==> src/rtl/toy_cpu_instruction_executor_assert.svh <==
// ---------------------------------------------------------------------------
// Assertion macros for the instruction executor.
// Short wrappers around concurrent assertions with a common clock and reset.
// ---------------------------------------------------------------------------
`ifndef TOY_CPU_INSTRUCTION_EXECUTOR_ASSERT_SVH
`define TOY_CPU_INSTRUCTION_EXECUTOR_ASSERT_SVH

// A condition that must hold at every clock edge outside reset.
`define TCIE_ASSERT_ALWAYS(lbl, clk, rst, cond, msg) \
   lbl: assert property (@(posedge clk) disable iff (rst) (cond)) else $error(msg);

// A condition that must hold in the cycle after the trigger.
`define TCIE_ASSERT_NEXT(lbl, clk, rst, ante, cons, msg) \
   lbl: assert property (@(posedge clk) disable iff (rst) (ante) |=> (cons)) else $error(msg);

`endif

==> src/rtl/tcie_pkg.sv <==
// ---------------------------------------------------------------------------
// tcie_pkg
// Shared sizes, codes, types and flag helper of the instruction executor.
// ---------------------------------------------------------------------------
`default_nettype none

package tcie_pkg;

   localparam int REG_COUNT   = 8;
   localparam int MEM_DEPTH   = 64;
   localparam int STACK_DEPTH = 16;
   localparam int QUEUE_DEPTH = 2;

   localparam int AW  = $clog2(MEM_DEPTH);
   localparam int SIW = $clog2(STACK_DEPTH);
   localparam int SPW = $clog2(STACK_DEPTH + 1);
   localparam int QIW = $clog2(QUEUE_DEPTH);
   localparam int QCW = $clog2(QUEUE_DEPTH + 1);

   // Width of a full arithmetic result (8-bit times 17-bit signed product).
   localparam int RW = 25;
   // Width of the source operand (sign-extended 16-bit immediate plus one).
   localparam int SW = 17;
   localparam int DIV_STEPS = SW;
   localparam int DCW = $clog2(DIV_STEPS + 1);

   localparam logic [1:0] ST_OK    = 2'd0;
   localparam logic [1:0] ST_DIVZ  = 2'd1;
   localparam logic [1:0] ST_UNDER = 2'd2;
   localparam logic [1:0] ST_FULL  = 2'd3;

   localparam logic [1:0] FS_CF = 2'd0;
   localparam logic [1:0] FS_OF = 2'd1;
   localparam logic [1:0] FS_UF = 2'd2;
   localparam logic [1:0] FS_ZF = 2'd3;

   localparam logic [1:0] KIND_IMM = 2'd0;
   localparam logic [1:0] KIND_REG = 2'd1;

   typedef enum logic [4:0] {
      OP_MOV, OP_LOAD, OP_STORE, OP_ADD, OP_SUB, OP_MUL, OP_DIV, OP_INPUT,
      OP_DISPLAY, OP_INC, OP_DEC, OP_ROL, OP_ROR, OP_SHL, OP_SHR, OP_PUSH,
      OP_POP, OP_RESET, OP_NOP
   } op_type;

   typedef enum logic [1:0] {
      BK_IDLE, BK_EXEC, BK_DIV, BK_RESP
   } bk_state_type;

   typedef struct packed {
      op_type              op;
      logic [1:0]          operand_kind;
      logic                mem_direct;
      logic [2:0]          dest_index;
      logic [2:0]          source_index;
      logic [2:0]          pointer_index;
      logic signed [15:0]  immediate;
      logic [7:0]          direct_address;
      logic [2:0]          shift_amount;
      logic signed [15:0]  typed_value;
      logic [1:0]          flag_select;
   } instr_type;

   typedef struct packed {
      logic of;
      logic uf;
      logic cf;
      logic zf;
   } flags_type;

   function automatic flags_type flags_from(input logic signed [RW-1:0] r,
                                            input logic arith,
                                            input logic cf_old);
      flags_type f;
      f.of = r > RW'(127);
      f.uf = r < RW'(-128);
      f.zf = r == RW'(0);
      f.cf = arith ? ((r > RW'(255)) || (r < RW'(0))) : cf_old;
      return f;
   endfunction

endpackage

`default_nettype wire

==> src/rtl/tcie_if.sv <==
// ---------------------------------------------------------------------------
// tcie_req_if / tcie_rsp_if
// Valid/ready channels for instruction requests and their results.
// ---------------------------------------------------------------------------
`default_nettype none

interface tcie_req_if;
   logic               valid;
   logic               ready;
   logic [4:0]         mode;
   logic [1:0]         operand_kind;
   logic [2:0]         dest_index;
   logic [2:0]         source_index;
   logic [2:0]         pointer_index;
   logic signed [15:0] immediate;
   logic [7:0]         direct_address;
   logic [7:0]         shift_count;
   logic signed [15:0] typed_value;
   logic [1:0]         flag_select;

   modport source (output valid, mode, operand_kind, dest_index, source_index,
                   pointer_index, immediate, direct_address, shift_count,
                   typed_value, flag_select, input ready);
   modport sink (input valid, mode, operand_kind, dest_index, source_index,
                 pointer_index, immediate, direct_address, shift_count,
                 typed_value, flag_select, output ready);
endinterface

interface tcie_rsp_if;
   logic              valid;
   logic              ready;
   logic signed [7:0] shown_value;
   logic              shown_valid;
   logic [1:0]        status;
   logic              overflow_flag;
   logic              underflow_flag;
   logic              carry_flag;
   logic              zero_flag;
   logic [7:0]        program_counter;
   logic [4:0]        stack_fill;

   modport source (output valid, shown_value, shown_valid, status, overflow_flag,
                   underflow_flag, carry_flag, zero_flag, program_counter,
                   stack_fill, input ready);
   modport sink (input valid, shown_value, shown_valid, status, overflow_flag,
                 underflow_flag, carry_flag, zero_flag, program_counter,
                 stack_fill, output ready);
endinterface

`default_nettype wire

==> src/rtl/toy_cpu_instruction_executor.sv <==
// ---------------------------------------------------------------------------
// toy_cpu_instruction_executor
// Executes one decoded instruction per request on a small 8-bit machine.
// ---------------------------------------------------------------------------
// Usage: each request on req_chan carries one decoded instruction, and the
// block returns exactly one result on rsp_chan for it, in order. A request
// is taken when valid and ready are both high at a rising clock edge.
// The front end classifies the opcode and drops it into a two-entry queue,
// so requests are still taken while the back end works or while a result
// waits for the receiver.
// Sequencing: a taken request waits in the queue until the back end pops
// it (operand fetch) into its instruction register; it executes in the
// EXEC state, where its result is registered and valid from then on. DIV
// with a nonzero divisor instead runs the one-bit-per-cycle divider and
// registers the quotient when it is done. A new instruction starts only
// after the previous result is taken, so the back end sequencer and the
// divider loop set the throughput; the back end holds one item at a time.
// Reset clears the registers, flags, program counter, stack count and the
// memory valid bits, so all memory reads as zero until written; no clearing
// pass is needed. When the receiver stalls, the result holds steady and the
// queue fills; then ready drops until the back end moves on.
// ---------------------------------------------------------------------------
`default_nettype none

module toy_cpu_instruction_executor (
   input  wire logic   clock,
   input  wire logic   reset,
   tcie_req_if.sink    req_chan,
   tcie_rsp_if.source  rsp_chan
);

   // Front end to queue.
   logic                push_valid;
   tcie_pkg::instr_type push_data;
   logic                queue_full;

   // Queue to back end.
   logic                head_valid;
   tcie_pkg::instr_type head;
   logic                pop;

   tcie_front u_front (
      .req_chan   (req_chan),
      .queue_full (queue_full),
      .push_valid (push_valid),
      .push_data  (push_data)
   );

   tcie_queue u_queue (
      .clock      (clock),
      .reset      (reset),
      .push       (push_valid),
      .push_data  (push_data),
      .full       (queue_full),
      .pop        (pop),
      .head_valid (head_valid),
      .head       (head)
   );

   // The back end owns all machine state and the result register.
   tcie_back u_back (
      .clock      (clock),
      .reset      (reset),
      .head_valid (head_valid),
      .head       (head),
      .pop        (pop),
      .rsp_chan   (rsp_chan)
   );

endmodule

`default_nettype wire

==> src/rtl/tcie_front.sv <==
// ---------------------------------------------------------------------------
// tcie_front
// Accepts instruction requests and classifies the opcode for the back end.
// ---------------------------------------------------------------------------
`default_nettype none

module tcie_front (
   tcie_req_if.sink          req_chan,
   input  wire logic         queue_full,
   output logic              push_valid,
   output tcie_pkg::instr_type push_data
);

   tcie_pkg::op_type op;

   always_comb begin
      unique case (req_chan.mode)
         5'd0:    op = tcie_pkg::OP_MOV;
         5'd1:    op = tcie_pkg::OP_LOAD;
         5'd2:    op = tcie_pkg::OP_STORE;
         5'd3:    op = tcie_pkg::OP_ADD;
         5'd4:    op = tcie_pkg::OP_SUB;
         5'd5:    op = tcie_pkg::OP_MUL;
         5'd6:    op = tcie_pkg::OP_DIV;
         5'd7:    op = tcie_pkg::OP_INPUT;
         5'd8:    op = tcie_pkg::OP_DISPLAY;
         5'd9:    op = tcie_pkg::OP_INC;
         5'd10:   op = tcie_pkg::OP_DEC;
         5'd11:   op = tcie_pkg::OP_ROL;
         5'd12:   op = tcie_pkg::OP_ROR;
         5'd13:   op = tcie_pkg::OP_SHL;
         5'd14:   op = tcie_pkg::OP_SHR;
         5'd15:   op = tcie_pkg::OP_PUSH;
         5'd16:   op = tcie_pkg::OP_POP;
         5'd17:   op = tcie_pkg::OP_RESET;
         default: op = tcie_pkg::OP_NOP;
      endcase
   end

   assign req_chan.ready = !queue_full;
   assign push_valid     = req_chan.valid && !queue_full;

   always_comb begin
      push_data.op             = op;
      push_data.operand_kind   = req_chan.operand_kind;
      // Loads and stores with kind zero use the address carried in the request.
      push_data.mem_direct     = ((op == tcie_pkg::OP_LOAD) || (op == tcie_pkg::OP_STORE))
                                 && (req_chan.operand_kind == tcie_pkg::KIND_IMM);
      push_data.dest_index     = req_chan.dest_index;
      push_data.source_index   = req_chan.source_index;
      push_data.pointer_index  = req_chan.pointer_index;
      push_data.immediate      = req_chan.immediate;
      push_data.direct_address = req_chan.direct_address;
      push_data.shift_amount   = req_chan.shift_count[2:0];
      push_data.typed_value    = req_chan.typed_value;
      push_data.flag_select    = req_chan.flag_select;
   end

endmodule

`default_nettype wire

==> src/rtl/tcie_queue.sv <==
// ---------------------------------------------------------------------------
// tcie_queue
// Short instruction queue between the front and the back end.
// ---------------------------------------------------------------------------
`default_nettype none

module tcie_queue (
   input  wire logic                clock,
   input  wire logic                reset,
   input  wire logic                push,
   input  wire tcie_pkg::instr_type push_data,
   output logic                     full,
   input  wire logic                pop,
   output logic                     head_valid,
   output tcie_pkg::instr_type      head
);

   tcie_pkg::instr_type            entry_ff [tcie_pkg::QUEUE_DEPTH];
   logic [tcie_pkg::QIW-1:0]       wr_ptr_ff, wr_ptr_in;
   logic [tcie_pkg::QIW-1:0]       rd_ptr_ff, rd_ptr_in;
   logic [tcie_pkg::QCW-1:0]       count_ff, count_in;

   assign full       = count_ff == tcie_pkg::QCW'(tcie_pkg::QUEUE_DEPTH);
   assign head_valid = count_ff != '0;
   assign head       = entry_ff[rd_ptr_ff];

   always_comb begin
      wr_ptr_in = push ? tcie_pkg::QIW'(wr_ptr_ff + 1'b1) : wr_ptr_ff;
      rd_ptr_in = pop  ? tcie_pkg::QIW'(rd_ptr_ff + 1'b1) : rd_ptr_ff;
      count_in  = count_ff;
      if (push && !pop) begin
         count_in = count_ff + 1'b1;
      end else if (pop && !push) begin
         count_in = count_ff - 1'b1;
      end
   end

   always_ff @(posedge clock) begin
      if (reset) begin
         wr_ptr_ff <= '0;
         rd_ptr_ff <= '0;
         count_ff  <= '0;
      end else begin
         wr_ptr_ff <= wr_ptr_in;
         rd_ptr_ff <= rd_ptr_in;
         count_ff  <= count_in;
      end
   end

   always_ff @(posedge clock) begin
      if (push) begin
         entry_ff[wr_ptr_ff] <= push_data;
      end
   end

endmodule

`default_nettype wire

==> src/rtl/tcie_divider.sv <==
// ---------------------------------------------------------------------------
// tcie_divider
// Signed restoring divider, one quotient bit per cycle, truncating to zero.
// ---------------------------------------------------------------------------
`default_nettype none

module tcie_divider (
   input  wire logic                             clock,
   input  wire logic                             reset,
   input  wire logic                             start,
   input  wire logic signed [tcie_pkg::SW-1:0]   num,
   input  wire logic signed [7:0]                den,
   output logic                                  done,
   output logic signed [tcie_pkg::RW-1:0]        quo
);

   logic                        busy_ff, busy_in;
   logic                        done_ff, done_in;
   logic [tcie_pkg::DCW-1:0]    cnt_ff, cnt_in;
   logic [tcie_pkg::SW-1:0]     n_ff, n_in;
   logic [tcie_pkg::SW-1:0]     q_ff, q_in;
   logic [7:0]                  d_ff, d_in;
   logic [8:0]                  rem_ff, rem_in;
   logic                        neg_ff, neg_in;
   logic [8:0]                  rem_sh;
   logic                        take;

   always_comb begin
      busy_in = busy_ff;
      done_in = 1'b0;
      cnt_in  = cnt_ff;
      n_in    = n_ff;
      q_in    = q_ff;
      d_in    = d_ff;
      rem_in  = rem_ff;
      neg_in  = neg_ff;
      rem_sh  = {rem_ff[7:0], n_ff[tcie_pkg::SW-1]};
      take    = rem_sh >= {1'b0, d_ff};
      if (start) begin
         busy_in = 1'b1;
         cnt_in  = '0;
         n_in    = num[tcie_pkg::SW-1] ? tcie_pkg::SW'(-num) : num;
         d_in    = den[7] ? 8'(-den) : den;
         rem_in  = '0;
         q_in    = '0;
         neg_in  = num[tcie_pkg::SW-1] ^ den[7];
      end else if (busy_ff) begin
         rem_in = take ? 9'(rem_sh - {1'b0, d_ff}) : rem_sh;
         q_in   = {q_ff[tcie_pkg::SW-2:0], take};
         n_in   = {n_ff[tcie_pkg::SW-2:0], 1'b0};
         cnt_in = cnt_ff + 1'b1;
         if (cnt_ff == tcie_pkg::DCW'(tcie_pkg::DIV_STEPS - 1)) begin
            busy_in = 1'b0;
            done_in = 1'b1;
         end
      end
   end

   always_ff @(posedge clock) begin
      if (reset) begin
         busy_ff <= 1'b0;
         done_ff <= 1'b0;
      end else begin
         busy_ff <= busy_in;
         done_ff <= done_in;
      end
   end

   always_ff @(posedge clock) begin
      cnt_ff <= cnt_in;
      n_ff   <= n_in;
      q_ff   <= q_in;
      d_ff   <= d_in;
      rem_ff <= rem_in;
      neg_ff <= neg_in;
   end

   assign done = done_ff;
   assign quo  = neg_ff ? -tcie_pkg::RW'(q_ff) : tcie_pkg::RW'(q_ff);

endmodule

`default_nettype wire

==> src/rtl/tcie_back.sv <==
// ---------------------------------------------------------------------------
// tcie_back
// Executes queued instructions against registers, flags, memory and stack.
// ---------------------------------------------------------------------------
`default_nettype none

`include "toy_cpu_instruction_executor_assert.svh"

module tcie_back (
   input  wire logic                clock,
   input  wire logic                reset,
   input  wire logic                head_valid,
   input  wire tcie_pkg::instr_type head,
   output logic                     pop,
   tcie_rsp_if.source               rsp_chan
);

   localparam int RW = tcie_pkg::RW;
   localparam int SW = tcie_pkg::SW;

   tcie_pkg::bk_state_type       state_ff, state_in;
   tcie_pkg::instr_type          cur_ff;
   logic [7:0]                   regs_ff [tcie_pkg::REG_COUNT];
   tcie_pkg::flags_type          flags_ff, flags_in;
   logic [7:0]                   mem [tcie_pkg::MEM_DEPTH];
   logic [tcie_pkg::MEM_DEPTH-1:0] mem_valid_ff;
   logic [7:0]                   stack_mem [tcie_pkg::STACK_DEPTH];
   logic [tcie_pkg::SPW-1:0]     sp_ff, sp_in, sp_m1;
   logic [7:0]                   pc_ff;
   logic [tcie_pkg::AW-1:0]      addr_ff, rd_addr;
   logic [7:0]                   rdd_ff, stk_rd_ff;
   logic                         rdv_ff;

   logic                         exec_en, div_go, div_commit, commit;
   logic                         div_done;
   logic signed [RW-1:0]         div_quo;

   logic signed [7:0]            dv, memval;
   logic signed [SW-1:0]         sv;
   logic signed [RW-1:0]         dv_w, sv_w, r_arith;
   logic [15:0]                  rot2;
   logic [7:0]                   sh_val;
   logic                         wr_en;
   logic [7:0]                   wr_val;
   logic [1:0]                   status;
   logic                         mem_we, push_we;
   logic                         show;

   logic signed [7:0]            shown_value_ff;
   logic                         shown_valid_ff;
   logic [1:0]                   status_ff;
   tcie_pkg::flags_type          rsp_flags_ff;
   logic [7:0]                   rsp_pc_ff;
   logic [4:0]                   rsp_fill_ff;

   // ---------------- control -----------------
   always_comb begin
      state_in = state_ff;
      unique case (state_ff)
         tcie_pkg::BK_IDLE: begin
            if (head_valid) state_in = tcie_pkg::BK_EXEC;
         end
         tcie_pkg::BK_EXEC: begin
            state_in = div_go ? tcie_pkg::BK_DIV : tcie_pkg::BK_RESP;
         end
         tcie_pkg::BK_DIV: begin
            if (div_done) state_in = tcie_pkg::BK_RESP;
         end
         tcie_pkg::BK_RESP: begin
            if (rsp_chan.ready) state_in = tcie_pkg::BK_IDLE;
         end
         default: state_in = tcie_pkg::BK_IDLE;
      endcase
   end

   always_comb begin
      pop            = (state_ff == tcie_pkg::BK_IDLE) && head_valid;
      exec_en        = state_ff == tcie_pkg::BK_EXEC;
      div_go         = exec_en && (cur_ff.op == tcie_pkg::OP_DIV) && (dv != 8'sd0);
      div_commit     = (state_ff == tcie_pkg::BK_DIV) && div_done;
      commit         = (exec_en && !div_go) || div_commit;
      rsp_chan.valid = state_ff == tcie_pkg::BK_RESP;
   end

   always_ff @(posedge clock) begin
      if (reset) begin
         state_ff <= tcie_pkg::BK_IDLE;
      end else begin
         state_ff <= state_in;
      end
   end

   // ---------------- operand fetch -----------------
   assign rd_addr = head.mem_direct ? head.direct_address[tcie_pkg::AW-1:0]
                                    : regs_ff[head.pointer_index][tcie_pkg::AW-1:0];
   assign sp_m1   = sp_ff - 1'b1;

   always_ff @(posedge clock) begin
      if (pop) begin
         cur_ff    <= head;
         addr_ff   <= rd_addr;
         rdd_ff    <= mem[rd_addr];
         rdv_ff    <= mem_valid_ff[rd_addr];
         stk_rd_ff <= stack_mem[sp_m1[tcie_pkg::SIW-1:0]];
      end
      if (mem_we) begin
         mem[addr_ff] <= regs_ff[cur_ff.dest_index];
      end
      if (push_we) begin
         stack_mem[sp_ff[tcie_pkg::SIW-1:0]] <= regs_ff[cur_ff.dest_index];
      end
   end

   // ---------------- execute -----------------
   always_comb begin
      dv     = regs_ff[cur_ff.dest_index];
      memval = rdv_ff ? rdd_ff : 8'sd0;
      case (cur_ff.operand_kind)
         tcie_pkg::KIND_IMM: sv = SW'(cur_ff.immediate);
         tcie_pkg::KIND_REG: sv = SW'($signed(regs_ff[cur_ff.source_index]));
         default:            sv = SW'(memval);
      endcase
      dv_w = RW'(dv);
      sv_w = RW'(sv);
      rot2 = {dv, dv};
      case (cur_ff.op)
         tcie_pkg::OP_ADD: r_arith = dv_w + sv_w;
         tcie_pkg::OP_SUB: r_arith = dv_w - sv_w;
         tcie_pkg::OP_MUL: r_arith = dv_w * sv_w;
         tcie_pkg::OP_INC: r_arith = dv_w + RW'(1);
         default:          r_arith = dv_w - RW'(1);
      endcase
      case (cur_ff.op)
         tcie_pkg::OP_ROL: sh_val = 8'(rot2 << cur_ff.shift_amount >> 8);
         tcie_pkg::OP_ROR: sh_val = 8'(rot2 >> cur_ff.shift_amount);
         tcie_pkg::OP_SHL: sh_val = 8'(dv << cur_ff.shift_amount);
         default:          sh_val = 8'($unsigned(dv) >> cur_ff.shift_amount);
      endcase
   end

   always_comb begin
      wr_en    = 1'b0;
      wr_val   = '0;
      flags_in = flags_ff;
      status   = tcie_pkg::ST_OK;
      mem_we   = 1'b0;
      push_we  = 1'b0;
      sp_in    = sp_ff;
      show     = 1'b0;
      if (div_commit) begin
         wr_en    = 1'b1;
         wr_val   = div_quo[7:0];
         flags_in = tcie_pkg::flags_from(div_quo, 1'b1, flags_ff.cf);
      end else if (exec_en) begin
         unique case (cur_ff.op)
            tcie_pkg::OP_MOV: begin
               wr_en    = 1'b1;
               wr_val   = sv[7:0];
               flags_in = tcie_pkg::flags_from(sv_w, 1'b0, flags_ff.cf);
            end
            tcie_pkg::OP_LOAD: begin
               wr_en    = 1'b1;
               wr_val   = memval;
               flags_in = tcie_pkg::flags_from(RW'(memval), 1'b0, flags_ff.cf);
            end
            tcie_pkg::OP_STORE: mem_we = 1'b1;
            tcie_pkg::OP_ADD, tcie_pkg::OP_SUB, tcie_pkg::OP_MUL,
            tcie_pkg::OP_INC, tcie_pkg::OP_DEC: begin
               wr_en    = 1'b1;
               wr_val   = r_arith[7:0];
               flags_in = tcie_pkg::flags_from(r_arith, 1'b1, flags_ff.cf);
            end
            tcie_pkg::OP_DIV: begin
               if (dv == 8'sd0) status = tcie_pkg::ST_DIVZ;
            end
            tcie_pkg::OP_INPUT: begin
               wr_en    = 1'b1;
               wr_val   = cur_ff.typed_value[7:0];
               flags_in = tcie_pkg::flags_from(RW'(cur_ff.typed_value), 1'b0,
                                               flags_ff.cf);
            end
            tcie_pkg::OP_DISPLAY: show = 1'b1;
            tcie_pkg::OP_ROL, tcie_pkg::OP_ROR, tcie_pkg::OP_SHL, tcie_pkg::OP_SHR: begin
               wr_en    = 1'b1;
               wr_val   = sh_val;
               flags_in = tcie_pkg::flags_from(RW'($signed(sh_val)), 1'b0, flags_ff.cf);
            end
            tcie_pkg::OP_PUSH: begin
               if (sp_ff >= tcie_pkg::SPW'(tcie_pkg::STACK_DEPTH)) begin
                  status = tcie_pkg::ST_FULL;
               end else begin
                  push_we = 1'b1;
                  sp_in   = sp_ff + 1'b1;
               end
            end
            tcie_pkg::OP_POP: begin
               if (sp_ff == '0) begin
                  status = tcie_pkg::ST_UNDER;
               end else begin
                  wr_en    = 1'b1;
                  wr_val   = stk_rd_ff;
                  sp_in    = sp_m1;
                  flags_in = tcie_pkg::flags_from(RW'($signed(stk_rd_ff)), 1'b0,
                                                  flags_ff.cf);
               end
            end
            tcie_pkg::OP_RESET: begin
               unique case (cur_ff.flag_select)
                  tcie_pkg::FS_CF: flags_in.cf = 1'b0;
                  tcie_pkg::FS_OF: flags_in.of = 1'b0;
                  tcie_pkg::FS_UF: flags_in.uf = 1'b0;
                  default:         flags_in.zf = 1'b0;
               endcase
            end
            default: ;
         endcase
      end
   end

   tcie_divider u_divider (
      .clock (clock),
      .reset (reset),
      .start (div_go),
      .num   (sv),
      .den   (dv),
      .done  (div_done),
      .quo   (div_quo)
   );

   // ---------------- architectural state -----------------
   always_ff @(posedge clock) begin
      if (reset) begin
         for (int i = 0; i < tcie_pkg::REG_COUNT; i++) regs_ff[i] <= '0;
         flags_ff     <= '0;
         mem_valid_ff <= '0;
         sp_ff        <= '0;
         pc_ff        <= '0;
      end else begin
         if (wr_en) regs_ff[cur_ff.dest_index] <= wr_val;
         if (mem_we) mem_valid_ff[addr_ff] <= 1'b1;
         if (commit) begin
            flags_ff <= flags_in;
            sp_ff    <= sp_in;
            pc_ff    <= pc_ff + 1'b1;
         end
      end
   end

   always_ff @(posedge clock) begin
      if (commit) begin
         shown_value_ff <= show ? dv : 8'sd0;
         shown_valid_ff <= show;
         status_ff      <= status;
         rsp_flags_ff   <= flags_in;
         rsp_pc_ff      <= pc_ff + 1'b1;
         rsp_fill_ff    <= 5'(sp_in);
      end
   end

   assign rsp_chan.shown_value     = shown_value_ff;
   assign rsp_chan.shown_valid     = shown_valid_ff;
   assign rsp_chan.status          = status_ff;
   assign rsp_chan.overflow_flag   = rsp_flags_ff.of;
   assign rsp_chan.underflow_flag  = rsp_flags_ff.uf;
   assign rsp_chan.carry_flag      = rsp_flags_ff.cf;
   assign rsp_chan.zero_flag       = rsp_flags_ff.zf;
   assign rsp_chan.program_counter = rsp_pc_ff;
   assign rsp_chan.stack_fill      = rsp_fill_ff;

   // ---------------- assertions -----------------
   `TCIE_ASSERT_ALWAYS(a_sp_bound, clock, reset,
      sp_ff <= tcie_pkg::SPW'(tcie_pkg::STACK_DEPTH), "stack count beyond depth")
   `TCIE_ASSERT_NEXT(a_pc_step, clock, reset, commit,
      pc_ff == $past(pc_ff) + 8'd1, "program counter did not advance on commit")
   `TCIE_ASSERT_NEXT(a_push_grow, clock, reset, push_we,
      sp_ff == $past(sp_ff) + 1'b1, "push did not grow the stack")
   `TCIE_ASSERT_ALWAYS(a_div_den, clock, reset,
      !div_go || (dv != 8'sd0), "divider started with zero divisor")

endmodule

`default_nettype wire
==> src/flat_wrapper.sv <==
// flat-port wrapper written by rule: the top's interface ports become plain ports
module toy_cpu_instruction_executor_flat 
  (clock, reset, req_chan_valid, req_chan_mode, req_chan_operand_kind, req_chan_dest_index, req_chan_source_index, req_chan_pointer_index, req_chan_immediate, req_chan_direct_address, req_chan_shift_count, req_chan_typed_value, req_chan_flag_select, req_chan_ready, rsp_chan_valid, rsp_chan_shown_value, rsp_chan_shown_valid, rsp_chan_status, rsp_chan_overflow_flag, rsp_chan_underflow_flag, rsp_chan_carry_flag, rsp_chan_zero_flag, rsp_chan_program_counter, rsp_chan_stack_fill, rsp_chan_ready);
  tcie_req_if req_chan_i ();
  tcie_rsp_if rsp_chan_i ();
  input  wire logic clock;
  input  wire logic reset;
  input wire logic [$bits(req_chan_i.valid)-1:0] req_chan_valid;
  input wire logic [$bits(req_chan_i.mode)-1:0] req_chan_mode;
  input wire logic [$bits(req_chan_i.operand_kind)-1:0] req_chan_operand_kind;
  input wire logic [$bits(req_chan_i.dest_index)-1:0] req_chan_dest_index;
  input wire logic [$bits(req_chan_i.source_index)-1:0] req_chan_source_index;
  input wire logic [$bits(req_chan_i.pointer_index)-1:0] req_chan_pointer_index;
  input wire logic [$bits(req_chan_i.immediate)-1:0] req_chan_immediate;
  input wire logic [$bits(req_chan_i.direct_address)-1:0] req_chan_direct_address;
  input wire logic [$bits(req_chan_i.shift_count)-1:0] req_chan_shift_count;
  input wire logic [$bits(req_chan_i.typed_value)-1:0] req_chan_typed_value;
  input wire logic [$bits(req_chan_i.flag_select)-1:0] req_chan_flag_select;
  output wire logic [$bits(req_chan_i.ready)-1:0] req_chan_ready;
  output wire logic [$bits(rsp_chan_i.valid)-1:0] rsp_chan_valid;
  output wire logic [$bits(rsp_chan_i.shown_value)-1:0] rsp_chan_shown_value;
  output wire logic [$bits(rsp_chan_i.shown_valid)-1:0] rsp_chan_shown_valid;
  output wire logic [$bits(rsp_chan_i.status)-1:0] rsp_chan_status;
  output wire logic [$bits(rsp_chan_i.overflow_flag)-1:0] rsp_chan_overflow_flag;
  output wire logic [$bits(rsp_chan_i.underflow_flag)-1:0] rsp_chan_underflow_flag;
  output wire logic [$bits(rsp_chan_i.carry_flag)-1:0] rsp_chan_carry_flag;
  output wire logic [$bits(rsp_chan_i.zero_flag)-1:0] rsp_chan_zero_flag;
  output wire logic [$bits(rsp_chan_i.program_counter)-1:0] rsp_chan_program_counter;
  output wire logic [$bits(rsp_chan_i.stack_fill)-1:0] rsp_chan_stack_fill;
  input wire logic [$bits(rsp_chan_i.ready)-1:0] rsp_chan_ready;
  assign req_chan_i.valid = req_chan_valid;
  assign req_chan_i.mode = req_chan_mode;
  assign req_chan_i.operand_kind = req_chan_operand_kind;
  assign req_chan_i.dest_index = req_chan_dest_index;
  assign req_chan_i.source_index = req_chan_source_index;
  assign req_chan_i.pointer_index = req_chan_pointer_index;
  assign req_chan_i.immediate = req_chan_immediate;
  assign req_chan_i.direct_address = req_chan_direct_address;
  assign req_chan_i.shift_count = req_chan_shift_count;
  assign req_chan_i.typed_value = req_chan_typed_value;
  assign req_chan_i.flag_select = req_chan_flag_select;
  assign req_chan_ready = req_chan_i.ready;
  assign rsp_chan_valid = rsp_chan_i.valid;
  assign rsp_chan_shown_value = rsp_chan_i.shown_value;
  assign rsp_chan_shown_valid = rsp_chan_i.shown_valid;
  assign rsp_chan_status = rsp_chan_i.status;
  assign rsp_chan_overflow_flag = rsp_chan_i.overflow_flag;
  assign rsp_chan_underflow_flag = rsp_chan_i.underflow_flag;
  assign rsp_chan_carry_flag = rsp_chan_i.carry_flag;
  assign rsp_chan_zero_flag = rsp_chan_i.zero_flag;
  assign rsp_chan_program_counter = rsp_chan_i.program_counter;
  assign rsp_chan_stack_fill = rsp_chan_i.stack_fill;
  assign rsp_chan_i.ready = rsp_chan_ready;
  toy_cpu_instruction_executor u_core (.clock(clock), .reset(reset), .req_chan(req_chan_i), .rsp_chan(rsp_chan_i));
endmodule
==> config.mk <==
export PLATFORM = sky130hd
export DESIGN_NAME = toy_cpu_instruction_executor_flat
export DESIGN_NICKNAME = d
export VERILOG_FILES = /design/src/rtl/tcie_pkg.sv /design/src/rtl/tcie_if.sv /design/src/rtl/toy_cpu_instruction_executor.sv /design/src/rtl/tcie_front.sv /design/src/rtl/tcie_queue.sv /design/src/rtl/tcie_divider.sv /design/src/rtl/tcie_back.sv /design/src/flat_wrapper.sv
export VERILOG_INCLUDE_DIRS = /design/src /design/src/rtl
export SDC_FILE = /design/constraint.sdc
export NUM_CORES = 2
export LEC_CHECK = 0
export BUFFER_PORTS_ARGS = -buffer_cell sky130_fd_sc_hd__buf_2
export CORE_MARGIN = 2
export CORE_UTILIZATION = 45
export CTS_CLUSTER_DIAMETER = 30
export DETAILED_ROUTE_END_ITERATION = 16
export MAX_ROUTING_LAYER = met4
export PLACE_DENSITY_LB_ADDON = 0.1
export SYNTH_ARGS = -nofsm -noshare
export SYNTH_HDL_FRONTEND = slang
export SYNTH_SLANG_ARGS = --single-unit
export TNS_END_PERCENT = 10
==> constraint.sdc <==
create_clock -name clock -period 10.2 [get_ports clock]
set_input_delay 2.04 -clock clock [delete_from_list [all_inputs] [get_ports clock]]
set_output_delay 2.04 -clock clock [all_outputs]
set_load 0.02 [all_outputs]
# Word-level counts from Yosys, hierarchy flattened
# Memory sizes are Yosys's and may differ from the RTL's. A register that Yosys moved wholly into a read port is not among the register bits.
# Cells that the tools add are included.
# totals
regBits	230
mem_bits_rw	828
romBits	160
in_bits	70
out_inout_bits	30
word_cells	245
mem_count	5
# classes
n_addsub	16
mul	1
n_lt_le_gt_ge	23
n_eq_ne	30
n_shift	4
muxes	79
n_bitwise	4
n_reduce_logical	44
# mem_list
memory	depth	word_bits	rd	rd_ports_with_merged_regs	write_ports	line	rtl
u_core.u_back.mem	64	8	1	1	1	tcie_back.sv:25	logic [7:0] mem [tcie_pkg::MEM_DEPTH];
(name not given)	32	5	1	0	0	tcie_front.sv:17	unique case (req_chan.mode)
u_core.u_back.stack_mem	16	8	1	1	1	tcie_back.sv:27	logic [7:0] stack_mem [tcie_pkg::STACK_DEPTH];
u_core.u_queue.entry_ff	2	62	1	1	1	tcie_queue.sv:18	tcie_pkg::instr_type entry_ff [tcie_pkg::QUEUE_DEPTH];
u_core.u_back.regs_ff	8	8	3	2	8	tcie_back.sv:23	logic [7:0] regs_ff [tcie_pkg::REG_COUNT];
# ops
op	n
zero test 25 bit	7
one-hot mux 25 bit (4 select lines)	1
bitwise OR 64 bit	1
2-to-1 mux 17 bit	3
greater-than comparator 25 x 8 -> 1 bit (second input constant)	2
greater-than comparator 25 x 9 -> 1 bit (second input constant)	2
less-than comparator 25 x 1 -> 1 bit (second input constant)	2
less-than comparator 25 x 8 -> 1 bit (second input constant)	2
2-to-1 mux 8 bit	6
one-hot mux 8 bit (6 select lines)	1
equality test 5 x 4 -> 1 bit (second input constant)	8
2-to-1 mux 1 bit	39
one-hot mux 17 bit (2 select lines)	1
one-hot mux 4 bit (7 select lines)	1
multiplier 8 x 17 -> 25 bit	1
2-to-1 mux 25 bit	1
negation 17 -> 25 bit	1
greater-than comparator 8 bit (second input constant)	3
less-than comparator 8 bit (second input constant)	3
one-hot mux 8 bit (3 select lines)	1
equality test 5 x 3 -> 1 bit (second input constant)	4
2-to-1 mux 5 bit	4
adder 8 x 17 -> 18 bit	1
subtractor 8 x 17 -> 18 bit	1
other kinds (58)	105

# Longest topological paths before layout
# logic_depth
depth_word	10
depth_mapped	31
depth_no_buf	28

# Modules after synthesis
# A second synthesis with hierarchy kept.
# hier_totals
cells_unflattened	3921
hier_area_um2	53500.1
# by_module_without_submodules
module	instances	cells_per_inst	area_each_um2	seq_area_each_um2
tcie_back	1	3266	44793.0	25954.9
tcie_queue	1	215	4704.5	3823.7
tcie_divider	1	372	3495.9	1421.4
tcie_front	1	68	506.7	0.0

# Least setup slack after synthesis
# Ideal clock, no wire load.
# synth_path
kind	register to register
startpoint	register (tool-made name)
endpoint	register u_core.u_back.rsp_flags_ff (netlist bit u_core.u_back.rsp_chan.carry_flag) (data pin)
setup_ns	0.270
arrival_ns	7.846
required_time_ns	9.930
slack_ns	2.084
path_stages_with_launch	28
n_path_buf	4
period_less_slack_ns	8.116
cell_sequence	dfxtp_1 > buf_2 > buf_2 > mux4_2 > mux2i_1 > inv_1 > clkbuf_1 > nand2_1 > fa_1 > inv_1 > fa_1 > fa_1 > inv_1 > fa_1 > inv_1 > ha_1 > clkbuf_1 > and2_1 > a221o_1 > a221oi_1 > xor2_1 > nor2_1 > and2b_1 > nand4_1 > or4_4 > or4_4 > a21oi_2 > nor2_1
# synth_lines
element	line	rtl
to (signal assigned)	tcie_back.sv:254	rsp_flags_ff <= flags_in;
to (decl)	tcie_back.sv:52	tcie_pkg::flags_type rsp_flags_ff;

==> summary.md <==
| Metric | Value |
|---|---|
| Outcome | finished, final reports clean |
| Final TNS setup | 0 ns |
| Unique masters post-synth | 105 |
| Area share of the largest cell type after synthesis | 53.84% |
| Top-count cell post-synth | edfxtp_1 |
| Final Skew | 0.07968 ns |
| #FFs+latches synth | 1077 |
| Layout Nets | 4944 |
| GRT Util Overall | 26.48% |
| Drt wl/cell | 24.45 um |
| Yosys warning count | 0 |
| Vias in the first global route | 35361 |
| EDFF count, synth | 951 |
| CTS buffer count | 231 |
| Synthesized Nets | 4772 |
| Worst min path class | flip-flop to flip-flop |
| DIE AREA | 120600 sq um |
| Critical path class | flip-flop to flip-flop |
| Min cycle time layout | 8.794 ns |
| CTS Hold Bufs | 0 |
| Port Buffers | 92 |
| Clk Latency, worst-skew pair | 0.85 ns |
| Worst-margin pin slew | 1.219 ns |
| I/O pin cnt | 100 |
| Post-layout instance count excluding filler cells | 6392 |
| CP arrival | 9.30 ns |
| # Post-CTS Setup Buffers | 0 |
| Clock Sinks | 1077 |
| Total iterations of the first detailed-routing run | 6 |
| Final hold violation count | 0 |
| Drt drc | 0 |
| Crit end category | flip-flop |
| RSZ-0062 raised after global routing | false |
| Initial antenna violation count | 2 |
| Post-DR vias/cell | 5.758 |
| CP startpoint kind | flip-flop |
| Routed vias | 36806 |
| Core ar. | 116500 sq um |
| Worst-path fanout max | 10 |
| Main synth FF type | edfxtp_1 |
| Largest net degree at the start of global routing | 88 |
| Die Ht | 347.3 um |
| DRT antenna net count | 0 |
| Iter 0 DRT Violations | 3960 |
| Post-Route WL | 156.3 mm |
| Max Cap Violations | 0 |
| Average size of a mapped cell | 11.82 sq um |
| Clock transition at the registers of the reported paths | 0.05 ns |
| Final instance area | 63280 sq um |
| Placed Area | 55160 sq um |
| Root buffer cell | clkbuf_16 |
| Placed cells | 5950 |
| Critical path required time | 10.71 ns |
| H-tree depth | 4 |
| Die width | 347.3 um |
| Num rows | 125 |
| Max Clk Rate | 0.1137 GHz |
| Syn-to-layout area delta | 19.29% |
| Max-slew violation count | 0 |
| First-pass GRT wire length | 231.8 mm |
| Top post-synthesis cells by count | edfxtp_1 (951), nand2_1 (704), nor2_1 (507) |
| Clk buf depth | 3 |
| Mapped Cells | 4487 |
| GP Congestion | 0.9939 |
| Seq/Total Area, Yosys | 58.59% |
| Final setup viols | 0 |
| Netlist Area Pre-Place | 53040 sq um |
| Asr flop ratio synth | 0% |
| Period utilisation layout | 86.22% |
| Max_slew headroom | 18.75% |
| # fillers | 9822 |
| Area leader, netlist | edfxtp_1 |
| Layout cells sized above 1 | 16.75% |
| Post-cts resize count | 0 |
| Initial Utilization | 45.52% |
| TritonCTS clock tree | done |
| Dpl hpwl | 102.1 mm |
| Largest cells by area after synthesis | edfxtp_1 (54%), nand2_1 (5.0%), dfxtp_1 (4.8%) |
| Total grt overflow | 0 |
layout make-up:
type | instances | area [sq um] | share of cell area, %
diodes | 1 | 2.502 | 0.003955
clock buffers | 275 | 6047 | 9.556
clock inverters | 166 | 2066 | 3.265
inverters | 245 | 935.9 | 1.479
multi-input cells | 2922 | 20080 | 31.74
flip-flops and latches | 1077 | 31080 | 49.12
well taps | 1524 | 1907 | 3.013
repair buffers | 182 | 1151 | 1.819
registers in the layout, summed over array words and instances, names as in the netlist, 8 cells and up, named ones only:
signal,count
u_core.u_back.cur_ff,50
u_core.u_back.mem,512
u_core.u_back.mem_valid_ff,64
u_core.u_back.pc_ff,8
u_core.u_back.rdd_ff,8
u_core.u_back.regs_ff,64
u_core.u_back.rsp_chan.program_counter,8
u_core.u_back.rsp_chan.shown_value,8
u_core.u_back.stack_mem,128
u_core.u_back.stk_rd_ff,8
u_core.u_back.u_divider.d_ff,8
u_core.u_back.u_divider.n_ff,17
u_core.u_back.u_divider.q_ff,17
u_core.u_back.u_divider.rem_ff,8
u_core.u_queue.entry_ff,120
logic make-up after synthesis:
logic type / share of synthesized area, %
compound gates: 8.253
buf+inv: 3.699
simple gates: 14.14
xor+xnor: 1.470
fa+ha+maj: 6.614
mux: 7.234
flops: 58.59
routing by layer:
layer,vias up,track usage [%],wire length [um]
met4,0,8.083,4209
met3,246,5.274,11780
met5,-,-,0
met2,1403,39.30,71230
li1,16735,-,-
met1,18422,36.88,69060
path summary, 6_finish.rpt:
path                                                      from                           endpoint  slack [ns]  depth (start not counted)
worst max register to register                       flip-flop  u_core.u_back.rsp_chan.carry_flag        1.41                         25
worst min register to register  u_core.u_back.mem_valid_ff[26]     u_core.u_back.mem_valid_ff[26]        0.46                          2
worst min-delay path            u_core.u_back.mem_valid_ff[26]     u_core.u_back.mem_valid_ff[26]        0.46                          2
worst max-delay path                                 flip-flop  u_core.u_back.rsp_chan.carry_flag        1.41                         25
metrics by stage:
stage / worst slack (ns) / utilization (%) / hold slack (ns)
detailed placement: 1.525 / 47.34 / 0.4576
floorplan: 2.084 / - / 0.4396
global placement: 1.532 / 47.34 / 0.4491
global route: 1.000 / 54.30 / 0.4852
CTS: 1.430 / 54.30 / 0.4686
finish: 1.406 / 54.31 / 0.4640
layout by cell type, fill, tap and decap left out, types with 42 or more instances in the layout:
cell type and instances:
nand2_1 703, xnor2_1 55, nor2_1 501, fa_1 109, o21ai_0 95, buf_4 90, buf_2 91, ha_1 105
mux2_2 64, inv_1 230, mux2i_1 78, nand4_1 42, a31oi_1 70, edfxtp_1 951, nand3_1 240, clkinv_2 44
nor3_1 45, dfxtp_1 123, clkbuf_16 232, mux4_2 96, a21oi_1 178
critical path, stage by stage, from the launching register on:
cell	delay [ns]
dfxtp_1	0.61
mux4_2	0.57
mux2_2	0.32
a21oi_1	0.44
inv_1	0.19
o21ai_0	0.36
buf_4	0.28
ha_1	0.35
fa_1	0.47
fa_1	0.52
fa_1	0.55
inv_1	0.06
fa_1	0.53
inv_1	0.05
ha_1	0.40
and2_1	0.23
a221o_1	0.34
a221oi_1	0.26
xor2_1	0.19
nor2_1	0.07
and2b_1	0.21
nand4_1	0.11
or4_4	0.51
or4_4	0.56
a21oi_2	0.17
nor2_1	0.06
Power is not shown: default switching activity piles up to over one toggle a cycle in this logic, so the estimate is an artifact.
